File: src/rtl/csps_pkg.sv
// csps_pkg: shared types and codes for the capacitance sensor poll sequencer
// tick and result layouts, sequencer phases, command and mode codes, config indexes
// no dependencies
`timescale 1ns / 1ps

package csps_pkg;

	localparam int TIMER_BITS_DEF = 16;

	localparam int CFG_IDX_W  = 3;
	localparam int CFG_DATA_W = 16;

	localparam logic [CFG_IDX_W-1:0] REG_SENSOR_ENABLE    = 3'd0;
	localparam logic [CFG_IDX_W-1:0] REG_SINGLE_ENDED     = 3'd1;
	localparam logic [CFG_IDX_W-1:0] REG_TEMP_INTERLEAVE  = 3'd2;
	localparam logic [CFG_IDX_W-1:0] REG_READY_TIMEOUT    = 3'd3;
	localparam logic [CFG_IDX_W-1:0] REG_HUMIDITY_PERIOD  = 3'd4;
	localparam logic [CFG_IDX_W-1:0] REG_CONVERSION_SPEED = 3'd5;

	localparam int TICK_W   = 10;
	localparam int RESULT_W = 13;
	localparam int TDATA_W  = 16;

	typedef enum logic [3:0] {
		PH_POR      = 4'd0,
		PH_IDLE     = 4'd1,
		PH_RESET    = 4'd2,
		PH_INIT     = 4'd3,
		PH_TCAP     = 4'd4,
		PH_CAPWAIT  = 4'd5,
		PH_TTEMP    = 4'd6,
		PH_TEMPWAIT = 4'd7,
		PH_READTH   = 4'd8
	} phase_t;

	typedef enum logic [2:0] {
		CMD_NONE      = 3'd0,
		CMD_RESET     = 3'd1,
		CMD_INIT      = 3'd2,
		CMD_CAP_TRIG  = 3'd3,
		CMD_TEMP_TRIG = 3'd4,
		CMD_READ      = 3'd5,
		CMD_HUM_DET   = 3'd6,
		CMD_HUM_READ  = 3'd7
	} cmd_t;

	localparam logic [1:0] MODE_DIFF = 2'd0;
	localparam logic [1:0] MODE_C1   = 2'd1;
	localparam logic [1:0] MODE_C2   = 2'd2;
	localparam logic [1:0] MODE_TEMP = 2'd3;

	localparam logic [1:0] DEM_UNKNOWN = 2'd0;
	localparam logic [1:0] DEM_SET_A   = 2'd1;
	localparam logic [1:0] DEM_SET_B   = 2'd2;

	localparam logic [1:0] SPEED_SLOW = 2'd2;

	localparam logic [2:0] PULSE_NONE = 3'd0;

	localparam logic [7:0] COUNT_MAX = 8'd255;

	// first member sits in the highest bits, so fields are listed top down
	typedef struct packed {
		logic [1:0] relay_c_demand;
		logic [1:0] relay_b_demand;
		logic [1:0] relay_a_demand;
		logic       hum_read_ok;
		logic       hum_detect_ok;
		logic       bus_ok;
		logic       ready_event;
	} tick_t;

	typedef struct packed {
		logic       hum_connected;
		logic       cap_connected;
		logic       expander_config;
		logic [2:0] relay_pulse;
		logic [1:0] conv_time_code;
		logic [1:0] conv_mode;
		cmd_t       command;
	} result_t;

	typedef struct packed {
		logic        sensor_enable;
		logic        single_ended_enable;
		logic [7:0]  temp_interleave_count;
		logic [15:0] ready_timeout_ticks;
		logic [15:0] humidity_period_ticks;
		logic [1:0]  conversion_speed;
	} cfg_t;

	typedef struct packed {
		logic [2:0] pulse;
		logic       cfg;
		logic       exp_ready;
		logic [2:0] upd;
	} relay_res_t;

endpackage

File: src/rtl/csps_relay.sv
// csps_relay: relay service decision for one idle tick
// picks the first relay whose demand differs and the pulse to drive
// depends on csps_pkg
`timescale 1ns / 1ps

module csps_relay (
	input  logic [2:0][1:0]       dem,
	input  logic [2:0][1:0]       applied,
	input  logic                  bus_ok,
	input  logic                  exp_ready,
	output csps_pkg::relay_res_t  res
);

	logic [2:0] differ;
	logic       go;
	logic [1:0] sel_dem;
	logic [1:0] sel_idx;

	always_comb begin
		for (int i = 0; i < 3; i++) begin
			differ[i] = dem[i] != applied[i];
		end
		// expander needs configuring first; a failed configure transfer stops the service
		go = exp_ready | bus_ok;

		res.cfg       = ~exp_ready;
		res.exp_ready = go;
		res.upd       = 3'b000;
		res.pulse     = csps_pkg::PULSE_NONE;
		sel_dem       = dem[0];
		sel_idx       = 2'd0;

		if (differ[0]) begin
			sel_dem = dem[0];
			sel_idx = 2'd0;
		end else if (differ[1]) begin
			sel_dem = dem[1];
			sel_idx = 2'd1;
		end else begin
			sel_dem = dem[2];
			sel_idx = 2'd2;
		end

		if (go) begin
			res.upd = {differ[2] & ~differ[1] & ~differ[0], differ[1] & ~differ[0], differ[0]};
			if (sel_dem == csps_pkg::DEM_SET_A || sel_dem == csps_pkg::DEM_SET_B) begin
				res.pulse = {sel_idx, 1'b0} + {1'b0, sel_dem};
			end
			if (differ == 3'b000) begin
				res.pulse = csps_pkg::PULSE_NONE;
			end
		end
	end

endmodule

File: src/rtl/csps_core.sv
// csps_core: sequencer state, tick timers and per-tick result logic
// state advances on every accepted tick; result is combinational for the output register
// depends on csps_pkg and csps_relay
`timescale 1ns / 1ps

module csps_core #(
	parameter int TIMER_BITS = csps_pkg::TIMER_BITS_DEF
) (
	input  logic                 clk,
	input  logic                 arst_n,
	input  logic                 advance,
	input  csps_pkg::cfg_t       cfg,
	input  csps_pkg::tick_t      tick,
	output csps_pkg::result_t    result
);

	localparam int CMP_W = (TIMER_BITS > 16) ? TIMER_BITS : 16;

	csps_pkg::phase_t phase_q, phase_d;
	logic [1:0]       cur_mode_q, cur_mode_d;
	logic [1:0]       prev_mode_q, prev_mode_d;
	logic [7:0]       count_q, count_d;
	logic             cap_up_q, cap_up_d;
	logic             hum_up_q, hum_up_d;
	logic             exp_ready_q, exp_ready_d;
	logic             latch_q, latch_d;
	logic [2:0][1:0]  applied_q, applied_d;
	logic [TIMER_BITS-1:0] rdy_el_q, rdy_el_d;
	logic [TIMER_BITS-1:0] hum_el_q, hum_el_d;

	logic [TIMER_BITS-1:0] rdy_inc, hum_inc;
	logic                  rdy_expired, hum_expired;
	logic [2:0][1:0]       dem;
	logic                  any_differ;
	logic                  hum_tmp;
	logic [1:0]            nx_mode;
	csps_pkg::relay_res_t  relay_res;

	assign dem = {tick.relay_c_demand, tick.relay_b_demand, tick.relay_a_demand};

	csps_relay u_relay (
		.dem       (dem),
		.applied   (applied_q),
		.bus_ok    (tick.bus_ok),
		.exp_ready (exp_ready_q),
		.res       (relay_res)
	);

	always_comb begin
		rdy_inc = (rdy_el_q == '1) ? rdy_el_q : rdy_el_q + 1'b1;
		hum_inc = (hum_el_q == '1) ? hum_el_q : hum_el_q + 1'b1;
		rdy_expired = CMP_W'(rdy_inc) >= CMP_W'(cfg.ready_timeout_ticks);
		hum_expired = CMP_W'(hum_inc) >= CMP_W'(cfg.humidity_period_ticks);
		any_differ  = dem != applied_q;
		nx_mode = (prev_mode_q == csps_pkg::MODE_C1) ? csps_pkg::MODE_C2 :
		          (prev_mode_q == csps_pkg::MODE_C2) ? csps_pkg::MODE_DIFF : csps_pkg::MODE_C1;
		hum_tmp = hum_up_q;

		phase_d     = phase_q;
		cur_mode_d  = cur_mode_q;
		prev_mode_d = prev_mode_q;
		count_d     = count_q;
		cap_up_d    = cap_up_q;
		hum_up_d    = hum_up_q;
		exp_ready_d = exp_ready_q;
		latch_d     = latch_q | tick.ready_event;
		applied_d   = applied_q;
		rdy_el_d    = rdy_inc;
		hum_el_d    = hum_inc;

		result = '0;

		if (cfg.sensor_enable) begin
			result.cap_connected = cap_up_q;
			result.hum_connected = hum_up_q;
			case (phase_q)
				csps_pkg::PH_IDLE: begin
					if (cap_up_q) begin
						if (any_differ) begin
							result.relay_pulse     = relay_res.pulse;
							result.expander_config = relay_res.cfg;
							exp_ready_d            = relay_res.exp_ready;
							for (int i = 0; i < 3; i++) begin
								if (relay_res.upd[i]) begin
									applied_d[i] = dem[i];
								end
							end
						end
						if (count_q < cfg.temp_interleave_count) begin
							phase_d = csps_pkg::PH_TCAP;
						end else if (hum_expired) begin
							phase_d = csps_pkg::PH_READTH;
						end else begin
							phase_d = csps_pkg::PH_TTEMP;
						end
					end else begin
						phase_d = csps_pkg::PH_RESET;
					end
				end
				csps_pkg::PH_RESET: begin
					latch_d        = 1'b0;
					result.command = csps_pkg::CMD_RESET;
					cap_up_d       = tick.bus_ok;
					phase_d        = tick.bus_ok ? csps_pkg::PH_INIT : csps_pkg::PH_IDLE;
				end
				csps_pkg::PH_INIT: begin
					result.command = csps_pkg::CMD_INIT;
					if (!tick.bus_ok) begin
						cap_up_d = 1'b0;
					end
					exp_ready_d = 1'b0;
					phase_d     = csps_pkg::PH_IDLE;
				end
				csps_pkg::PH_TCAP: begin
					latch_d = 1'b0;
					if (cfg.single_ended_enable) begin
						cur_mode_d  = nx_mode;
						prev_mode_d = nx_mode;
					end else begin
						cur_mode_d = csps_pkg::MODE_DIFF;
					end
					result.command        = csps_pkg::CMD_CAP_TRIG;
					result.conv_mode      = cur_mode_d;
					result.conv_time_code = (cfg.conversion_speed >= csps_pkg::SPEED_SLOW) ?
					                        csps_pkg::SPEED_SLOW : cfg.conversion_speed;
					if (tick.bus_ok) begin
						phase_d = csps_pkg::PH_CAPWAIT;
					end else begin
						cap_up_d = 1'b0;
						phase_d  = csps_pkg::PH_IDLE;
					end
					rdy_el_d = '0;
				end
				csps_pkg::PH_CAPWAIT, csps_pkg::PH_TEMPWAIT: begin
					if (rdy_expired) begin
						phase_d = csps_pkg::PH_POR;
					end else if (latch_d) begin
						result.command   = csps_pkg::CMD_READ;
						result.conv_mode = cur_mode_q;
						if (phase_q == csps_pkg::PH_CAPWAIT && count_q < csps_pkg::COUNT_MAX) begin
							count_d = count_q + 8'd1;
						end
						phase_d = csps_pkg::PH_IDLE;
					end
				end
				csps_pkg::PH_TTEMP: begin
					latch_d          = 1'b0;
					count_d          = '0;
					cur_mode_d       = csps_pkg::MODE_TEMP;
					result.command   = csps_pkg::CMD_TEMP_TRIG;
					result.conv_mode = csps_pkg::MODE_TEMP;
					if (tick.bus_ok) begin
						rdy_el_d = '0;
						phase_d  = csps_pkg::PH_TEMPWAIT;
					end else begin
						cap_up_d = 1'b0;
						phase_d  = csps_pkg::PH_IDLE;
					end
				end
				csps_pkg::PH_READTH: begin
					if (!hum_up_q) begin
						result.command = csps_pkg::CMD_HUM_DET;
						hum_tmp        = tick.hum_detect_ok;
					end else begin
						result.command = csps_pkg::CMD_HUM_READ;
					end
					hum_up_d = hum_tmp & tick.hum_read_ok;
					hum_el_d = '0;
					phase_d  = csps_pkg::PH_IDLE;
				end
				default: begin
					// power-on: drop both links and restart the timers
					cap_up_d = 1'b0;
					hum_up_d = 1'b0;
					rdy_el_d = '0;
					hum_el_d = '0;
					phase_d  = csps_pkg::PH_IDLE;
				end
			endcase
		end
	end

	always_ff @(posedge clk or negedge arst_n) begin
		if (!arst_n) begin
			phase_q     <= csps_pkg::PH_POR;
			cur_mode_q  <= csps_pkg::MODE_DIFF;
			prev_mode_q <= csps_pkg::MODE_DIFF;
			count_q     <= '0;
			cap_up_q    <= 1'b0;
			hum_up_q    <= 1'b0;
			exp_ready_q <= 1'b0;
			latch_q     <= 1'b0;
			applied_q   <= '0;
			rdy_el_q    <= '0;
			hum_el_q    <= '0;
		end else if (advance) begin
			phase_q     <= phase_d;
			cur_mode_q  <= cur_mode_d;
			prev_mode_q <= prev_mode_d;
			count_q     <= count_d;
			cap_up_q    <= cap_up_d;
			hum_up_q    <= hum_up_d;
			exp_ready_q <= exp_ready_d;
			latch_q     <= latch_d;
			applied_q   <= applied_d;
			rdy_el_q    <= rdy_el_d;
			hum_el_q    <= hum_el_d;
		end
	end

endmodule

File: src/rtl/cap_sensor_poll_sequencer.sv
// Capacitance sensor poll sequencer, one tick item in, one command item out.
//
// s_* channel: one transfer per 10 ms tick carrying the ready event, this tick's
// bus status flags and the three relay position demands.
// m_* channel: one result per tick: command, conversion mode, conversion time
// code, relay pulse, expander configure flag and both link flags.
// cfg_we/cfg_index/cfg_data: register writes, taken on any edge with cfg_we high;
// write only while no tick result is outstanding.
// The result of a tick is on m_tdata in the cycle after its transfer.
// One tick per cycle unless the receiver stalls; the whole sequencer step is a single pass of
// logic between the sequencer state registers and the output register.
// The output register lets a new tick in whenever it is empty or being drained
// in the same cycle; while the receiver stalls with a result held, s_tready is
// low and the sequencer state does not move.
// Reset puts the sequencer in power-on, clears links, counters and timers and
// loads the register defaults; no clearing pass is needed.
// depends on csps_pkg, csps_core, csps_relay
`timescale 1ns / 1ps

module cap_sensor_poll_sequencer #(
	parameter int TIMER_BITS = csps_pkg::TIMER_BITS_DEF
) (
	input  logic                            clk,
	input  logic                            arst_n,
	input  logic                            s_tvalid,
	output logic                            s_tready,
	// ready_event, bus_ok, hum_detect_ok, hum_read_ok, relay_a_demand[1:0],
	// relay_b_demand[1:0], relay_c_demand[1:0], zero fill
	input  logic [csps_pkg::TDATA_W-1:0]    s_tdata,
	output logic                            m_tvalid,
	input  logic                            m_tready,
	// command[2:0], conv_mode[1:0], conv_time_code[1:0], relay_pulse[2:0],
	// expander_config, cap_connected, hum_connected, zero fill
	output logic [csps_pkg::TDATA_W-1:0]    m_tdata,
	input  logic                            cfg_we,
	input  logic [csps_pkg::CFG_IDX_W-1:0]  cfg_index,
	input  logic [csps_pkg::CFG_DATA_W-1:0] cfg_data
);

	csps_pkg::cfg_t    cfg_q;
	csps_pkg::tick_t   tick;
	csps_pkg::result_t result, out_q;
	logic              out_valid_q;
	logic              accept;

	assign tick     = csps_pkg::tick_t'(s_tdata[csps_pkg::TICK_W-1:0]);
	assign s_tready = ~out_valid_q | m_tready;
	assign accept   = s_tvalid & s_tready;
	assign m_tvalid = out_valid_q;
	assign m_tdata  = {{(csps_pkg::TDATA_W - csps_pkg::RESULT_W){1'b0}}, out_q};

	always_ff @(posedge clk or negedge arst_n) begin
		if (!arst_n) begin
			cfg_q.sensor_enable         <= 1'b1;
			cfg_q.single_ended_enable   <= 1'b0;
			cfg_q.temp_interleave_count <= 8'd16;
			cfg_q.ready_timeout_ticks   <= 16'd20;
			cfg_q.humidity_period_ticks <= 16'd100;
			cfg_q.conversion_speed      <= csps_pkg::SPEED_SLOW;
		end else if (cfg_we) begin
			case (cfg_index)
				csps_pkg::REG_SENSOR_ENABLE:    cfg_q.sensor_enable         <= cfg_data[0];
				csps_pkg::REG_SINGLE_ENDED:     cfg_q.single_ended_enable   <= cfg_data[0];
				csps_pkg::REG_TEMP_INTERLEAVE:  cfg_q.temp_interleave_count <= cfg_data[7:0];
				csps_pkg::REG_READY_TIMEOUT:    cfg_q.ready_timeout_ticks   <= cfg_data;
				csps_pkg::REG_HUMIDITY_PERIOD:  cfg_q.humidity_period_ticks <= cfg_data;
				csps_pkg::REG_CONVERSION_SPEED: cfg_q.conversion_speed      <= cfg_data[1:0];
				default: begin
				end
			endcase
		end
	end

	csps_core #(
		.TIMER_BITS (TIMER_BITS)
	) u_core (
		.clk     (clk),
		.arst_n  (arst_n),
		.advance (accept),
		.cfg     (cfg_q),
		.tick    (tick),
		.result  (result)
	);

	always_ff @(posedge clk or negedge arst_n) begin
		if (!arst_n) begin
			out_valid_q <= 1'b0;
		end else if (accept) begin
			out_valid_q <= 1'b1;
		end else if (m_tready) begin
			out_valid_q <= 1'b0;
		end
	end

	always_ff @(posedge clk) begin
		if (accept) begin
			out_q <= result;
		end
	end

	// every accepted tick leaves a result in the output register
	a_result_follows: assert property (@(posedge clk) disable iff (!arst_n)
		accept |=> m_tvalid)
		else $error("accepted tick produced no result");

	// a held result blocks the next tick
	a_stall_blocks: assert property (@(posedge clk) disable iff (!arst_n)
		(m_tvalid && !m_tready) |-> !s_tready)
		else $error("tick taken while result stalled");

	// a tick taken while sensing is disabled reports all zero
	a_disabled_zero: assert property (@(posedge clk) disable iff (!arst_n)
		(accept && !cfg_q.sensor_enable) |=> (m_tdata == '0))
		else $error("disabled tick gave a non-zero result");

endmodule

File: config.mk
export PLATFORM = sky130hd
export DESIGN_NAME = cap_sensor_poll_sequencer
export DESIGN_NICKNAME = d
export VERILOG_FILES = /design/src/rtl/csps_pkg.sv /design/src/rtl/csps_relay.sv /design/src/rtl/csps_core.sv /design/src/rtl/cap_sensor_poll_sequencer.sv
export SDC_FILE = /design/constraint.sdc
export NUM_CORES = 1
export LEC_CHECK = 0
export BUFFER_PORTS_ARGS = -buffer_cell sky130_fd_sc_hd__buf_2
export CORE_MARGIN = 1
export CORE_UTILIZATION = 55
export DETAILED_ROUTE_END_ITERATION = 6
export HOLD_SLACK_MARGIN = 0.03
export PLACE_DENSITY_LB_ADDON = 0.12
export SYNTH_ARGS = -nofsm -noshare
export SYNTH_HDL_FRONTEND = slang
export SYNTH_HIERARCHICAL = 1
export SYNTH_SLANG_ARGS = --single-unit
export TNS_END_PERCENT = 20
File: constraint.sdc
create_clock -name clk -period 3.3 [get_ports clk]
set_input_delay 0.66 -clock clk [delete_from_list [all_inputs] [get_ports clk]]
set_output_delay 0.66 -clock clk [all_outputs]
set_load 0.01 [all_outputs]
==> flow_summary_export.csv <==
group,metric,value,unit
final_layout,syn_to_final_growth,20.9,%
critical_path,end_kind,"flip-flop",
placed_design,placed_cell_area,7910,sq um
critical_path,r2r_end,"m_tdata[3]",
clocking,cts.htree.levels,4,
critical_path,r2r_start,"u_core/rdy_el_q[4]",
final_layout,most-common-layout-cells,"dfrtp_1, inv_1, nand2_1",
final_layout,finalNonFillerCells,1007,
critical_path,worst-setup-path-type,"reg2reg",
sta,maxSlewViolCount,0,
drt,first_iter_violations,617,
logic_synthesis,synth_warnings,6,
final_layout,final_nets,907,
final_layout,stdcell_area,8840,sq um
sta,setup_viol,0,
logic_synthesis,synthCells,730,
sta,worst_slew_pin_slew,0.793,ns
sta,rsz0062_at_grt,"true",
critical_path,crit_slowest_cell,"dfrtp_1",
critical_path,crit_required,3.43,ns
sta,min_period,3.28,ns
hold_path,min_path_type,"in2async",
power,totalPowerFinal,6.25,mW
final_layout,fin_util,0.692,
placed_design,gp_congestion,0.933,
floorplanning,die_area,13800,sq um
run,maxCapViolCount,0,
power,ir_drop,0.391,mV
global_route,grt_max_degree,56,
critical_path,path_delay_family,"simple AND/OR/NAND/NOR gates",
drt,drc,0,
status,status,"finished, final reports clean",
global_route,first_global_vias,5806,
placed_design,port_buffers,48,
clocking,clockRootBuffer,"clkbuf_16",
clocking,clk_path_buf_depth,2,
final_layout,drive_gt1_frac,0.298,
critical_path,ff2ff_setup_slack,0.02,ns
critical_path,cp_num_cells,13,
floorplanning,num_rows,41,
logic_synthesis,synth_edf_count,13,
drt,detail-route-antenna-nets,0,
drt,wire_per_inst,17.0,um
power,p_per_area,708,nW/um^2
final_layout,final_common_cell,"dfrtp_1",
logic_synthesis,ys_async_sr_fraction,0.888,
clocking,cts_tree,"built",
drt,viasPerCell,5.89,
logic_synthesis,dominantRegCellSynth,"dfrtp_1",
critical_path,cp_max_fo,4,
placed_design,dpl.hpwl,11900,um
clocking,cts-buffers-inserted,17,
critical_path,crit_end,"m_tdata[3]",
clocking,clk_latency,0.41,ns
sta,slew_headroom,0.471,
logic_synthesis,syn_area,7310,sq um
floorplanning,start_util,0.572,
drt,dr.pass1.iters,6,
critical_path,critPathArrivalTime,3.42,ns
final_layout,num_antenna_cells,0,
sta,setup_tns,0,ns
global_route,grt_pass1_wl,27400,um
power,leakagePower,4.11,nW
clocking,clk_pin_slew,0.05,ns
logic_synthesis,ys_seq_area_frac,0.407,
clocking,clkSinkCount,116,
critical_path,slowest_delay,0.42,ns
floorplanning,io_pins,58,
drt,route.final.wire_length,17100,um
global_route,grt_remaining_overflow,0,
sta,period_share,0.995,
critical_path,cp-start-kind,"flip-flop",
critical_path,reg2regPathDepth,13,
logic_synthesis,synth_seq_cells,116,
global_route,antenna_found_initial,0,
floorplanning,core,12800,sq um
placed_design,dp.cells,968,
floorplanning,die_height,117,um
sta,hold_violations,0,
floorplanning,die_w,117,um
logic_synthesis,synth_cell_types,85,
critical_path,cp_num_buf_inv,1,
global_route,grtUsageTotal,0.261,
sta,fin_skew,0.00790,ns
logic_synthesis,syn-mean-instance-area,10.0,sq um
critical_path,startpoint,"u_core/rdy_el_q[4]",
sta,max_freq,304,MHz
clocking,postCtsHoldBufs,0,
critical_path,crit_chain,"and3_4, nand4_1, nor4_4, and3_4, mux2_4, ha_4, nand4_1, nor4_2, buf_4, o31ai_4, nand3_4, or2_4, o32ai_1",
drt,routed-via-count,5931,
[Yosys cell counts, types with 6 or more instances]
master | instances | area share
and3_1 | 14 | 0.012
clkbuf_1 | 10 | 0.0051
mux2_2 | 45 | 0.069
nand2_1 | 57 | 0.029
dfstp_2 | 8 | 0.029
o31ai_1 | 6 | 0.0062
nand4_1 | 13 | 0.011
mux2i_1 | 6 | 0.0082
o32a_1 | 6 | 0.0082
nor2b_1 | 9 | 0.0077
nor3_1 | 12 | 0.0082
nor2_1 | 38 | 0.020
nand3_1 | 25 | 0.017
ha_1 | 45 | 0.077
a31oi_1 | 7 | 0.0060
xor2_1 | 10 | 0.012
o21ai_0 | 34 | 0.023
edfxtp_1 | 13 | 0.053
xnor2_1 | 24 | 0.029
dfrtp_1 | 95 | 0.33
and2_1 | 9 | 0.0077
a21oi_1 | 44 | 0.030
mux2_4 | 10 | 0.021
o21a_1 | 6 | 0.0062
nand2b_1 | 6 | 0.0051
inv_1 | 58 | 0.030
[metrics by stage]
step | hold WS, ns | worst slack (ns)
3_5_place_dp | 0.481 | -0.0983
4_1_cts | 0.342 | -0.00404
2_1_floorplan | 0.364 | 0.0626
5_1_grt | 0.386 | -0.123
3_3_place_gp | 0.464 | -0.0529
6_report | 0.324 | 0.0156
[logic make-up (layout without fill, tap and decap cells)]
group,Yosys count,in the layout,share of synthesized area
other cells,1,3,0.000513
mux,62,62,0.0996
flops,116,116,0.407
compound gates,160,160,0.146
fa+ha+maj,45,45,0.0770
buf+inv,88,191,0.0597
xor+xnor,34,34,0.0407
simple gates,224,224,0.169
[worst min-delay path by stage]
stage                               startpoint              endpoint  slack [ns]
after floorplan                         arst_n              cfg_q[0]        0.36
after global placement    u_core/cur_mode_q[0]  u_core/cur_mode_q[0]        0.46
after detailed placement  u_core/cur_mode_q[0]  u_core/cur_mode_q[0]        0.48
after CTS                               arst_n   u_core/applied_q[2]        0.34
after global routing                    arst_n   u_core/applied_q[2]        0.39
final                                   arst_n   u_core/applied_q[3]        0.32
[where the power goes]
part | internal (mW) | switching [mW]
registers | 1.81 | 0.357
clock network | 1.24 | 0.637
logic | 1.01 | 1.20
total | 4.06 | 2.20
[routing by layer]
layer | part of all wire | global-route usage | up-vias | routed length [um]
met2 | 0.52 | 0.456 | 178 | 8850
met5 | 0 | 0 | - | 0
met1 | 0.43 | 0.326 | 2913 | 7400
met4 | 0.0063 | 0.0759 | 0 | 108
met3 | 0.043 | 0.0536 | 15 | 741
li1 | - | - | 2825 | -
[cell type report]
class                   count  area [sq um]
multi-input cells         528          4160
fillers                   953          3940
flip-flops and latches    116          2980
repair buffers            101           661
clock buffers              22           474
inverters                  58           218
well taps                 172           215
clock inverters            10           130
[flip-flops by register name (all words and copies together) (netlist names), 2 cells and up]
name,flops
cfg_q,44
m_tdata,13
u_core/applied_q,6
u_core/count_q,8
u_core/cur_mode_q,2
u_core/hum_el_q,16
u_core/phase_q,4
u_core/prev_mode_q,2
u_core/rdy_el_q,16
[repair_timing]
action,CTS,global route
pin swaps,9,24
resized for setup,15,40
gates cloned,0,1
endpoints found under the setup margin,14,16
hold endpoints to repair,0,0
buffers inserted,3,4
(Power assumes the default switching activity.)
